[config.mk]
export PLATFORM = sky130hd
export DESIGN_NAME = newton_square_root_loop
export DESIGN_NICKNAME = d
export VERILOG_FILES = /design/src/rtl/nsqrt_pkg.sv /design/src/rtl/newton_square_root_loop.sv
export VERILOG_INCLUDE_DIRS = /design/src /design/src/rtl
export SDC_FILE = /design/constraint.sdc
export NUM_CORES = 1
export LEC_CHECK = 0
export ABC_CLOCK_PERIOD_IN_PS = 5400
export BUFFER_PORTS_ARGS = -buffer_cell sky130_fd_sc_hd__buf_2
export CAP_MARGIN = 20
export CORE_MARGIN = 2
export CORE_UTILIZATION = 50
export CTS_CLUSTER_SIZE = 24
export DETAILED_ROUTE_END_ITERATION = 10
export PLACE_DENSITY = 0.74
export REMOVE_ABC_BUFFERS = 1
export SYNTH_ARGS = -nofsm -noshare
export SYNTH_HDL_FRONTEND = slang
export SYNTH_SLANG_ARGS = --single-unit
[constraint.sdc]
create_clock -name clock -period 5.4 [get_ports clock]
set_clock_uncertainty 0.1 [all_clocks]
set_input_delay 0.54 -clock clock [delete_from_list [all_inputs] [get_ports clock]]
set_output_delay 0.54 -clock clock [all_outputs]
set_load 0.005 [all_outputs]
[src/rtl/assert_macros.svh]
// Assertion macros used by the RTL of the square root loop.
`ifndef ASSERT_MACROS_SVH
`define ASSERT_MACROS_SVH

`ifndef SYNTHESIS

// Same-cycle implication, sampled on the rising clock edge.
`define ASSERT_SAME(label, clk, rst, ante, cons) \
   label: assert property (@(posedge clk) disable iff (rst) (ante) |-> (cons)) \
      else $error("assertion failed: same-cycle check");

// Next-cycle implication, sampled on the rising clock edge.
`define ASSERT_NEXT(label, clk, rst, ante, cons) \
   label: assert property (@(posedge clk) disable iff (rst) (ante) |=> (cons)) \
      else $error("assertion failed: next-cycle check");

`else

`define ASSERT_SAME(label, clk, rst, ante, cons)
`define ASSERT_NEXT(label, clk, rst, ante, cons)

`endif

`endif

[src/rtl/nsqrt_pkg.sv]
// Package with register codes and fixed constants of the square root loop.
`timescale 1ns / 1ps
`default_nettype none

package nsqrt_pkg;

   // Fixed field widths
   localparam int EPS_WIDTH  = 32;
   localparam int STEP_WIDTH = 8;

   // Register reset values
   localparam logic [EPS_WIDTH-1:0]  EPS_RESET      = 32'd429497;
   localparam logic [STEP_WIDTH-1:0] MAX_ITER_RESET = 8'd64;

   // Register index codes
   localparam logic [1:0] REG_EPSILON  = 2'd0;
   localparam logic [1:0] REG_INIT_EST = 2'd1;
   localparam logic [1:0] REG_MAX_ITER = 2'd2;

   typedef logic [STEP_WIDTH-1:0] step_type;

endpackage

`default_nettype wire

[src/rtl/newton_square_root_loop.sv]
// Newton-Raphson square root loop: sequencer around one shared add/subtract unit.
// Each Newton step runs a check (shift-add square, difference, compare) and then a
// restoring divide; one item is in work at a time.
// The bit-serial divider and squarer share one adder and set the rate.
// Reset (synchronous, active high) restores register defaults and the estimate.
`timescale 1ns / 1ps
`default_nettype none

`include "assert_macros.svh"

module newton_square_root_loop
   import nsqrt_pkg::*;
#(
   parameter int DATA_WIDTH    = 32,
   parameter int FRACTION_BITS = 16
) (
   input  wire                              clock,
   input  wire                              reset,
   // request channel
   input  wire                              req_tvalid,
   output logic                             req_tready,
   // bits from 0: radicand
   input  wire  [((DATA_WIDTH+7)/8)*8-1:0]  req_tdata,
   // result channel
   output logic                             rsp_tvalid,
   input  wire                              rsp_tready,
   // bits from 0: root, steps_taken
   output logic [((DATA_WIDTH+15)/8)*8-1:0] rsp_tdata,
   // bit 0: converged
   output logic                             rsp_tuser,
   // configuration port
   input  wire                              csr_psel,
   input  wire                              csr_penable,
   input  wire                              csr_pwrite,
   input  wire  [(DATA_WIDTH > 32 ? 3 : 2)+1:0] csr_paddr,
   input  wire  [(DATA_WIDTH > 32 ? 64 : 32)-1:0] csr_pwdata,
   output logic [(DATA_WIDTH > 32 ? 64 : 32)-1:0] csr_prdata,
   output logic                             csr_pready
);

   localparam int DW       = DATA_WIDTH;
   localparam int FW       = FRACTION_BITS;
   localparam int NW       = DW + FW;
   localparam int AW       = ((2 * DW > NW) ? 2 * DW : NW) + 1;
   localparam int CW       = $clog2(NW);
   localparam int CSR_W    = (DW > 32) ? 64 : 32;
   localparam int ADDR_LSB = (DW > 32) ? 3 : 2;
   localparam int RSP_W    = ((DW + 15) / 8) * 8;
   localparam logic [DW-1:0] INIT_RESET = DW'(64'd2 << FW);

   // Sequencer states
   localparam logic [2:0] S_IDLE   = 3'd0;
   localparam logic [2:0] S_MUL    = 3'd1;
   localparam logic [2:0] S_CHECK  = 3'd2;
   localparam logic [2:0] S_DECIDE = 3'd3;
   localparam logic [2:0] S_EMIT   = 3'd4;
   localparam logic [2:0] S_DIV    = 3'd5;
   localparam logic [2:0] S_UPDATE = 3'd6;

   // Configuration registers
   logic [EPS_WIDTH-1:0] eps_ff;
   logic [DW-1:0]        init_ff;
   step_type             max_ff;

   // Sequencer and datapath state
   logic [2:0]    state_ff, state_in;
   logic [DW-1:0] est_ff, est_in;
   logic [DW-1:0] rad_ff, rad_in;
   step_type      step_ff, step_in;
   logic [AW-1:0] acc_ff, acc_in;
   logic [NW-1:0] qt_ff, qt_in;
   logic [CW-1:0] bit_ff, bit_in;
   logic          final_ff, final_in;
   logic          ok_ff, ok_in;

   // Result register
   logic          rsp_valid_ff, rsp_valid_in;
   logic [DW-1:0] rsp_root_ff, rsp_root_in;
   step_type      rsp_steps_ff, rsp_steps_in;
   logic          rsp_conv_ff, rsp_conv_in;

   // Shared adder
   logic [AW-1:0] add_a, add_b, add_sum;
   logic          add_c;

   // Local terms
   logic [DW:0]   div_sh;
   logic          div_ge;
   logic [AW-1:0] target, square;
   logic [DW-1:0] q_sat, nxt;
   logic [DW:0]   nsum;
   logic          emit_go;
   logic          cfg_wr;
   logic [1:0]    cfg_idx;

   function automatic logic [DW-1:0] nonzero(input logic [DW-1:0] e, input logic [DW-1:0] init);
      logic [DW-1:0] r;
      if (e != '0) begin
         r = e;
      end else if (init != '0) begin
         r = init;
      end else begin
         r = DW'(1);
      end
      return r;
   endfunction

   // Configuration port
   assign csr_pready = 1'b1;
   assign cfg_idx    = csr_paddr[ADDR_LSB+1:ADDR_LSB];
   assign cfg_wr     = csr_psel & csr_penable & csr_pwrite & csr_pready;

   always_ff @(posedge clock) begin
      if (reset) begin
         eps_ff  <= EPS_RESET;
         init_ff <= INIT_RESET;
         max_ff  <= MAX_ITER_RESET;
      end else if (cfg_wr) begin
         case (cfg_idx)
            REG_EPSILON:  eps_ff  <= csr_pwdata[EPS_WIDTH-1:0];
            REG_INIT_EST: init_ff <= csr_pwdata[DW-1:0];
            REG_MAX_ITER: max_ff  <= csr_pwdata[STEP_WIDTH-1:0];
            default: ;
         endcase
      end
   end

   always_comb begin
      case (cfg_idx)
         REG_EPSILON:  csr_prdata = CSR_W'(eps_ff);
         REG_INIT_EST: csr_prdata = CSR_W'(init_ff);
         REG_MAX_ITER: csr_prdata = CSR_W'(max_ff);
         default:      csr_prdata = '0;
      endcase
   end

   // Shared add unit: shift-add for the square, trial subtract for the divide
   assign div_sh = {acc_ff[DW-1:0], qt_ff[NW-1]};

   always_comb begin
      case (state_ff)
         S_MUL: begin
            add_a = acc_ff << 1;
            add_b = qt_ff[NW-1] ? AW'(est_ff) : '0;
            add_c = 1'b0;
         end
         S_DIV: begin
            add_a = AW'(div_sh);
            add_b = ~AW'(est_ff);
            add_c = 1'b1;
         end
         default: begin
            add_a = '0;
            add_b = '0;
            add_c = 1'b0;
         end
      endcase
   end

   assign add_sum = add_a + add_b + AW'(add_c);
   assign div_ge  = ~add_sum[AW-1];

   // Check terms and step update terms
   assign target = AW'(rad_ff) << FW;
   assign square = acc_ff;
   assign q_sat  = (qt_ff[NW-1:DW] != '0) ? {DW{1'b1}} : qt_ff[DW-1:0];
   assign nsum   = {1'b0, q_sat} + {1'b0, est_ff};
   assign nxt    = nsum[DW:1];

   assign emit_go    = ~rsp_valid_ff | rsp_tready;
   assign req_tready = (state_ff == S_IDLE);

   // Sequencer
   always_comb begin
      state_in     = state_ff;
      est_in       = est_ff;
      rad_in       = rad_ff;
      step_in      = step_ff;
      acc_in       = acc_ff;
      qt_in        = qt_ff;
      bit_in       = bit_ff;
      final_in     = final_ff;
      ok_in        = ok_ff;
      rsp_valid_in = rsp_valid_ff & ~rsp_tready;
      rsp_root_in  = rsp_root_ff;
      rsp_steps_in = rsp_steps_ff;
      rsp_conv_in  = rsp_conv_ff;
      case (state_ff)
         S_IDLE: begin
            // take a request and start squaring the estimate
            if (req_tvalid) begin
               rad_in   = req_tdata[DW-1:0];
               step_in  = '0;
               final_in = 1'b0;
               est_in   = nonzero(est_ff, init_ff);
               acc_in   = '0;
               qt_in    = {nonzero(est_ff, init_ff), {FW{1'b0}}};
               bit_in   = CW'(DW - 1);
               state_in = S_MUL;
            end
         end
         S_MUL: begin
            acc_in = add_sum;
            qt_in  = qt_ff << 1;
            if (bit_ff == '0) begin
               state_in = S_CHECK;
            end else begin
               bit_in = bit_ff - CW'(1);
            end
         end
         S_CHECK: begin
            // absolute difference of target and square
            acc_in   = (target >= square) ? target - square : square - target;
            state_in = S_DECIDE;
         end
         S_DECIDE: begin
            ok_in = (acc_ff < AW'(eps_ff));
            if ((acc_ff < AW'(eps_ff)) || (step_ff >= max_ff)) begin
               state_in = S_EMIT;
            end else begin
               acc_in   = '0;
               qt_in    = {rad_ff, {FW{1'b0}}};
               bit_in   = CW'(NW - 1);
               state_in = S_DIV;
            end
         end
         S_EMIT: begin
            // hand off the result, then run the extra step
            if (emit_go) begin
               rsp_valid_in = 1'b1;
               rsp_root_in  = est_ff;
               rsp_steps_in = step_ff;
               rsp_conv_in  = ok_ff;
               final_in     = 1'b1;
               acc_in       = '0;
               qt_in        = {rad_ff, {FW{1'b0}}};
               bit_in       = CW'(NW - 1);
               state_in     = S_DIV;
            end
         end
         S_DIV: begin
            acc_in = div_ge ? add_sum : AW'(div_sh);
            qt_in  = {qt_ff[NW-2:0], div_ge};
            if (bit_ff == '0) begin
               state_in = S_UPDATE;
            end else begin
               bit_in = bit_ff - CW'(1);
            end
         end
         S_UPDATE: begin
            est_in = nonzero(nxt, init_ff);
            if (final_ff) begin
               state_in = S_IDLE;
            end else begin
               step_in  = step_ff + STEP_WIDTH'(1);
               acc_in   = '0;
               qt_in    = {nonzero(nxt, init_ff), {FW{1'b0}}};
               bit_in   = CW'(DW - 1);
               state_in = S_MUL;
            end
         end
         default: begin
            state_in = S_IDLE;
         end
      endcase
   end

   // Control registers
   always_ff @(posedge clock) begin
      if (reset) begin
         state_ff     <= S_IDLE;
         est_ff       <= INIT_RESET;
         step_ff      <= '0;
         final_ff     <= 1'b0;
         rsp_valid_ff <= 1'b0;
      end else begin
         state_ff     <= state_in;
         est_ff       <= est_in;
         step_ff      <= step_in;
         final_ff     <= final_in;
         rsp_valid_ff <= rsp_valid_in;
      end
   end

   // Payload registers
   always_ff @(posedge clock) begin
      rad_ff       <= rad_in;
      acc_ff       <= acc_in;
      qt_ff        <= qt_in;
      bit_ff       <= bit_in;
      ok_ff        <= ok_in;
      rsp_root_ff  <= rsp_root_in;
      rsp_steps_ff <= rsp_steps_in;
      rsp_conv_ff  <= rsp_conv_in;
   end

   assign rsp_tvalid = rsp_valid_ff;
   assign rsp_tdata  = RSP_W'({rsp_steps_ff, rsp_root_ff});
   assign rsp_tuser  = rsp_conv_ff;

   // Checks
   `ASSERT_NEXT(a_accept_starts_square, clock, reset, req_tvalid && req_tready, state_ff == S_MUL)
   `ASSERT_NEXT(a_emit_loads_result, clock, reset, state_ff == S_EMIT && emit_go, rsp_tvalid)
   `ASSERT_SAME(a_divisor_nonzero, clock, reset, state_ff == S_DIV || state_ff == S_MUL, est_ff != '0)

endmodule

`default_nettype wire

==> impl_results.html <==
<table>
<tr><th>Metric</th><th>Value</th></tr>
<tr><th colspan="2">Clock network</th></tr>
<tr><td>Clock tree sinks</td><td>310</td></tr>
<tr><td>H-Tree Depth</td><td>2</td></tr>
<tr><td>Clock tree root driver cell</td><td>sky130_fd_sc_hd__clkbuf_16</td></tr>
<tr><td>Worst-skew pair later-pin latency</td><td>0.60 ns</td></tr>
<tr><td>Number of buffers between clock root and the deepest sink</td><td>3</td></tr>
<tr><td>Number of CTS-inserted buffers</td><td>37</td></tr>
<tr><td>Clock tree from TritonCTS</td><td>built</td></tr>
<tr><td>Count of hold-fix buffers inserted at cts</td><td>0</td></tr>
<tr><td>Clock-pin transition on the worst setup and hold timing paths</td><td>0.06 ns</td></tr>
<tr><th colspan="2">Place</th></tr>
<tr><td>Port-buffer cells</td><td>147</td></tr>
<tr><td>Dpl ws</td><td>0.0427 ns</td></tr>
<tr><td>Total half-perimeter wirelength after legalization and detailed placement</td><td>80000 um</td></tr>
<tr><td>Final weighted congestion in routability-driven placement</td><td>1.02</td></tr>
<tr><td>Placed inst area</td><td>0.0292 mm2</td></tr>
<tr><th colspan="2">Worst setup path</th></tr>
<tr><td>Critical-path maximum fanout</td><td>18</td></tr>
<tr><td>Family of cells with the greatest summed delay on the critical path</td><td>simple AND/OR/NAND/NOR gates</td></tr>
<tr><td>Buf+Inv Stages, Crit Path</td><td>6</td></tr>
<tr><td>Worst setup EP type</td><td>register</td></tr>
<tr><td>Critical path required time</td><td>5.81 ns</td></tr>
<tr><td>Category of the critical setup timing path</td><td>reg2reg</td></tr>
<tr><td>Most repeated library cell on the critical path</td><td>sky130_fd_sc_hd__buf_4</td></tr>
<tr><td>Critical-path top delay cell</td><td>sky130_fd_sc_hd__edfxtp_1</td></tr>
<tr><td>Crit-path cells</td><td>nor4_2, buf_4, nand4_1, buf_4, buf_12, buf_4, or2_2, ha_1, a21oi_2, o21ai_1, a211oi_2, o221ai_1, a311o_1, and3_1, nor4b_2, nand4b_1, nor4_4, buf_4, a22oi_2, buf_12, o22ai_2</td></tr>
<tr><td>Critical path launch point type</td><td>register</td></tr>
<tr><td>Data arrival, critical path</td><td>5.77 ns</td></tr>
<tr><td>CP max stage delay</td><td>0.40 ns</td></tr>
<tr><th colspan="2">Synthesis</th></tr>
<tr><td>Share of synthesized registers carrying an async set or reset</td><td>0</td></tr>
<tr><td>Share of the yosys chip area belonging to registers</td><td>0.303</td></tr>
<tr><td>#FFs+latches synth</td><td>310</td></tr>
<tr><td>Average footprint of a synthesized cell</td><td>7.90 um2</td></tr>
<tr><td>Top FF cell, synth</td><td>sky130_fd_sc_hd__edfxtp_1</td></tr>
<tr><td>Warnings, synthesis</td><td>0</td></tr>
<tr><td>Number of flops mapped to enable cells by yosys</td><td>193</td></tr>
<tr><td>Number of instances in the synthesized netlist</td><td>3396</td></tr>
<tr><td>Post-synthesis instance area</td><td>0.0268 mm2</td></tr>
<tr><td>Number of distinct library cells after synthesis</td><td>88</td></tr>
<tr><th colspan="2">Drt</th></tr>
<tr><td>Final routed wire length divided by cell count</td><td>24.3 um</td></tr>
<tr><td>Routed WL</td><td>105000 um</td></tr>
<tr><td>Via count</td><td>28220</td></tr>
<tr><td>Number of violations reported at the end of detailed-routing iteration 0</td><td>3731</td></tr>
<tr><td>Final ANT Viol Nets</td><td>0</td></tr>
<tr><td>DRT Pass-1 Iters</td><td>8</td></tr>
<tr><td>DRC Markers</td><td>0</td></tr>
<tr><td>Detailed-route vias per instance</td><td>6.56</td></tr>
<tr><th colspan="2">Power</th></tr>
<tr><td>Switching power share of the total</td><td>0.380</td></tr>
<tr><td>Comb power frac</td><td>0.357</td></tr>
<tr><td>Static leakage power</td><td>13.0 nW</td></tr>
<tr><td>Clock network fraction of total power</td><td>0.309</td></tr>
<tr><td>Sw power</td><td>3.33 mW</td></tr>
<tr><td>Internal power</td><td>5.43 mW</td></tr>
<tr><td>P per Cell Area</td><td>285 mW/mm2</td></tr>
<tr><td>Worst IR drop on VDD</td><td>0.213 mV</td></tr>
<tr><td>Flop pwr share</td><td>0.334</td></tr>
<tr><th colspan="2">Global routing</th></tr>
<tr><td>Number of antenna violations at the first check in global routing</td><td>2</td></tr>
<tr><td>Vias in the first global route</td><td>25659</td></tr>
<tr><td>Overall global routing resource usage</td><td>0.359</td></tr>
<tr><td>Largest net degree at the start of global routing</td><td>69</td></tr>
<tr><td>First-pass GRT wire length</td><td>155000 um</td></tr>
<tr><td>Global route overflow</td><td>0</td></tr>
<tr><th colspan="2">Floorplan</th></tr>
<tr><td>IO Count</td><td>151</td></tr>
<tr><td>Die ar.</td><td>0.0555 mm2</td></tr>
<tr><td>FP Rows</td><td>84</td></tr>
<tr><td>Effective utilization at floorplan</td><td>0.508</td></tr>
<tr><td>Die Y-Extent</td><td>236 um</td></tr>
<tr><td>Core footprint</td><td>0.0528 mm2</td></tr>
<tr><td>Width of the die</td><td>236 um</td></tr>
<tr><th colspan="2">Layout</th></tr>
<tr><td>Final-layout fill cell count</td><td>4914</td></tr>
<tr><td>Layout area overhead</td><td>14.8%</td></tr>
<tr><td>Final Cell Area</td><td>0.0308 mm2</td></tr>
<tr><td>Share of the core filled with cells in the final layout</td><td>0.583</td></tr>
<tr><td>Count of inserted antenna diode cells</td><td>0</td></tr>
<tr><td>Proportion of layout cells with a drive suffix above 1</td><td>0.145</td></tr>
<tr><td>Nets</td><td>3870</td></tr>
<tr><th colspan="2">Timing</th></tr>
<tr><td>Minimum clock period</td><td>5.36 ns</td></tr>
<tr><td>FMAX</td><td>187 MHz</td></tr>
<tr><td>Final hold viol count</td><td>0</td></tr>
<tr><td>Count of pins over their slew limit</td><td>0</td></tr>
<tr><td>Portion of the clock cycle consumed by the worst path in the final layout</td><td>0.993</td></tr>
<tr><td>Setup slack after layout</td><td>0.0393 ns</td></tr>
<tr><td>Slew headroom</td><td>0.218</td></tr>
<tr><td>Unrepaired setup endpoints after global routing</td><td>yes</td></tr>
<tr><td>Total negative setup slack</td><td>0 ns</td></tr>
<tr><td>Slew at the pin with the worst max-slew slack</td><td>1.17 ns</td></tr>
<tr><td>Final-report setup violation count</td><td>0</td></tr>
<tr><th colspan="2">Job</th></tr>
<tr><td>Count of maximum capacitance violations</td><td>0</td></tr>
<tr><th colspan="2">Min path</th></tr>
<tr><td>Worst min-delay path class</td><td>in2reg</td></tr>
<tr><th colspan="2">Run status</th></tr>
<tr><td>Result of the run</td><td>complete, no violations</td></tr>
</table>
==> what timing repair did <==
| action | in CTS | in global routing |
|---|---|---|
| resized for setup | 1 | 36 |
| hold endpoints to repair | 0 | 0 |
| cloned | 0 | 2 |
| pin swaps | 0 | 7 |
| buffers inserted | 0 | 13 |
| endpoints found under the setup margin | 3 | 87 |
==> worst register-to-register path, stage by stage (launching register included) <==
cell	delay, ns
sky130_fd_sc_hd__edfxtp_1	0.40
sky130_fd_sc_hd__nor4_2	0.30
sky130_fd_sc_hd__buf_4	0.16
sky130_fd_sc_hd__nand4_1	0.09
sky130_fd_sc_hd__buf_4	0.20
sky130_fd_sc_hd__buf_12	0.16
sky130_fd_sc_hd__buf_4	0.16
sky130_fd_sc_hd__or2_2	0.28
sky130_fd_sc_hd__ha_1	0.37
sky130_fd_sc_hd__a21oi_2	0.20
sky130_fd_sc_hd__o21ai_1	0.14
sky130_fd_sc_hd__a211oi_2	0.37
sky130_fd_sc_hd__o221ai_1	0.19
sky130_fd_sc_hd__a311o_1	0.37
sky130_fd_sc_hd__and3_1	0.23
sky130_fd_sc_hd__nor4b_2	0.31
sky130_fd_sc_hd__nand4b_1	0.21
sky130_fd_sc_hd__nor4_4	0.35
sky130_fd_sc_hd__buf_4	0.18
sky130_fd_sc_hd__a22oi_2	0.12
sky130_fd_sc_hd__buf_12	0.25
sky130_fd_sc_hd__o22ai_2	0.17
==> sequential cells by signal, summed over array words and instances, names as in the netlist, 3 cells and up <==
register and flops:
rsp_root_ff 32, est_ff 32, step_ff 8, rad_ff 32
max_ff 8, qt_ff 48, bit_ff 6, acc_ff 65
init_ff 32, eps_ff 32, state_ff 3, rsp_steps_ff 8
==> power groups by stage <==
stage,clock (mW),combinational [mW],sequential (mW)
after CTS,2.72,2.99,2.91
after detailed placement,0,2.97,2.95
after floorplan,0,1.97,2.87
final,2.71,3.13,2.92
after global placement,0,2.95,2.95
after global routing,2.80,3.35,2.93
==> cell type report <==
type	count	area [um2]	area share
tap	688	861	0.0280
multi-input combinational	2718	17500	0.568
timing repair buffer	341	2300	0.0748
clock inverter	20	290	0.00943
sequential	310	8140	0.265
inverter	180	679	0.0221
clock buffer	48	1010	0.0327
==> cells in the mapped netlist (all sizes together), types with 51 or more instances <==
cell type | instances | area share
nand2 | 382 | 0.053
nand4 | 51 | 0.012
edfxtp | 193 | 0.22
dfxtp | 117 | 0.087
nand3 | 51 | 0.0095
nor3 | 77 | 0.014
ha | 203 | 0.095
o21ai | 242 | 0.047
xor2 | 64 | 0.021
xnor2 | 89 | 0.029
and2 | 64 | 0.015
nor2 | 280 | 0.039
o22ai | 57 | 0.014
a21o | 105 | 0.029
inv | 180 | 0.025
a21oi | 418 | 0.078
clkbuf | 166 | 0.023
mux2i | 58 | 0.022
==> cells in the final DEF, fill, tap and decap left out, types with 17 or more instances in the layout <==
cell type and count:
sky130_fd_sc_hd__a21oi_1 411, sky130_fd_sc_hd__nand2_1 380, sky130_fd_sc_hd__nor2_1 274, sky130_fd_sc_hd__o21ai_0 210, sky130_fd_sc_hd__ha_1 203, sky130_fd_sc_hd__edfxtp_1 193, sky130_fd_sc_hd__buf_4 183, sky130_fd_sc_hd__inv_1 179
sky130_fd_sc_hd__buf_2 147, sky130_fd_sc_hd__dfxtp_1 116, sky130_fd_sc_hd__a21o_1 105, sky130_fd_sc_hd__xnor2_1 89, sky130_fd_sc_hd__nor3_1 75, sky130_fd_sc_hd__xor2_1 64, sky130_fd_sc_hd__and2_1 63, sky130_fd_sc_hd__mux2i_1 58
sky130_fd_sc_hd__o22ai_1 54, sky130_fd_sc_hd__nand4_1 51, sky130_fd_sc_hd__nand3_1 51, sky130_fd_sc_hd__a211oi_1 44, sky130_fd_sc_hd__nor4_1 43, sky130_fd_sc_hd__o21bai_1 39, sky130_fd_sc_hd__or2_2 38, sky130_fd_sc_hd__clkbuf_16 38
sky130_fd_sc_hd__o211ai_1 32, sky130_fd_sc_hd__nand2b_1 29, sky130_fd_sc_hd__a31oi_1 26, sky130_fd_sc_hd__a22oi_1 25, sky130_fd_sc_hd__or3_1 20, sky130_fd_sc_hd__a21boi_0 20, sky130_fd_sc_hd__a221oi_1 17
==> per-layer routing <==
| metal | up-vias | share of wire | routed length [um] | track usage |
|---|---|---|---|---|
| met1 | 13272 | 0.40 | 42300 | 0.496 |
| met4 | 4 | 0.046 | 4780 | 0.152 |
| met3 | 289 | 0.13 | 13700 | 0.0930 |
| li1 | 12825 | - | - | - |
| met2 | 1830 | 0.42 | 43800 | 0.531 |
| met5 | - | 0.00043 | 45 | 0 |
==> final timing paths <==
path,startpoint,endpoint,slack [ns],cells after the start
min,req_tdata[11],rad_ff[11],0.02,1
max reg2reg,qt_ff[42],est_ff[1],0.04,21
min reg2reg,eps_ff[14],eps_ff[14],0.37,2
max,qt_ff[42],est_ff[1],0.04,21
==> stage by stage <==
step,hold slack (ns),instances,power (mW)
2_1_floorplan,0.300,3208,4.83
4_1_cts,0.00638,4289,8.62
6_report,0.0224,4305,8.76
3_5_place_dp,0.362,4221,5.92
3_3_place_gp,0.357,4221,5.90
5_1_grt,0.0148,4305,9.08
==> kinds of logic after synthesis <==
group / Yosys count / share of synthesized area
AOI/OAI and AO/OA: 1170 / 0.273
xor gates and xnor gates: 153 / 0.0500
adders and majority gates: 207 / 0.0977
buffers and inverters: 368 / 0.0523
DFF: 310 / 0.303
muxes: 62 / 0.0233
other: 1 / 0.000140
and+or+nand+nor: 1125 / 0.200
Note: power is estimated with default switching activity, not from simulation.
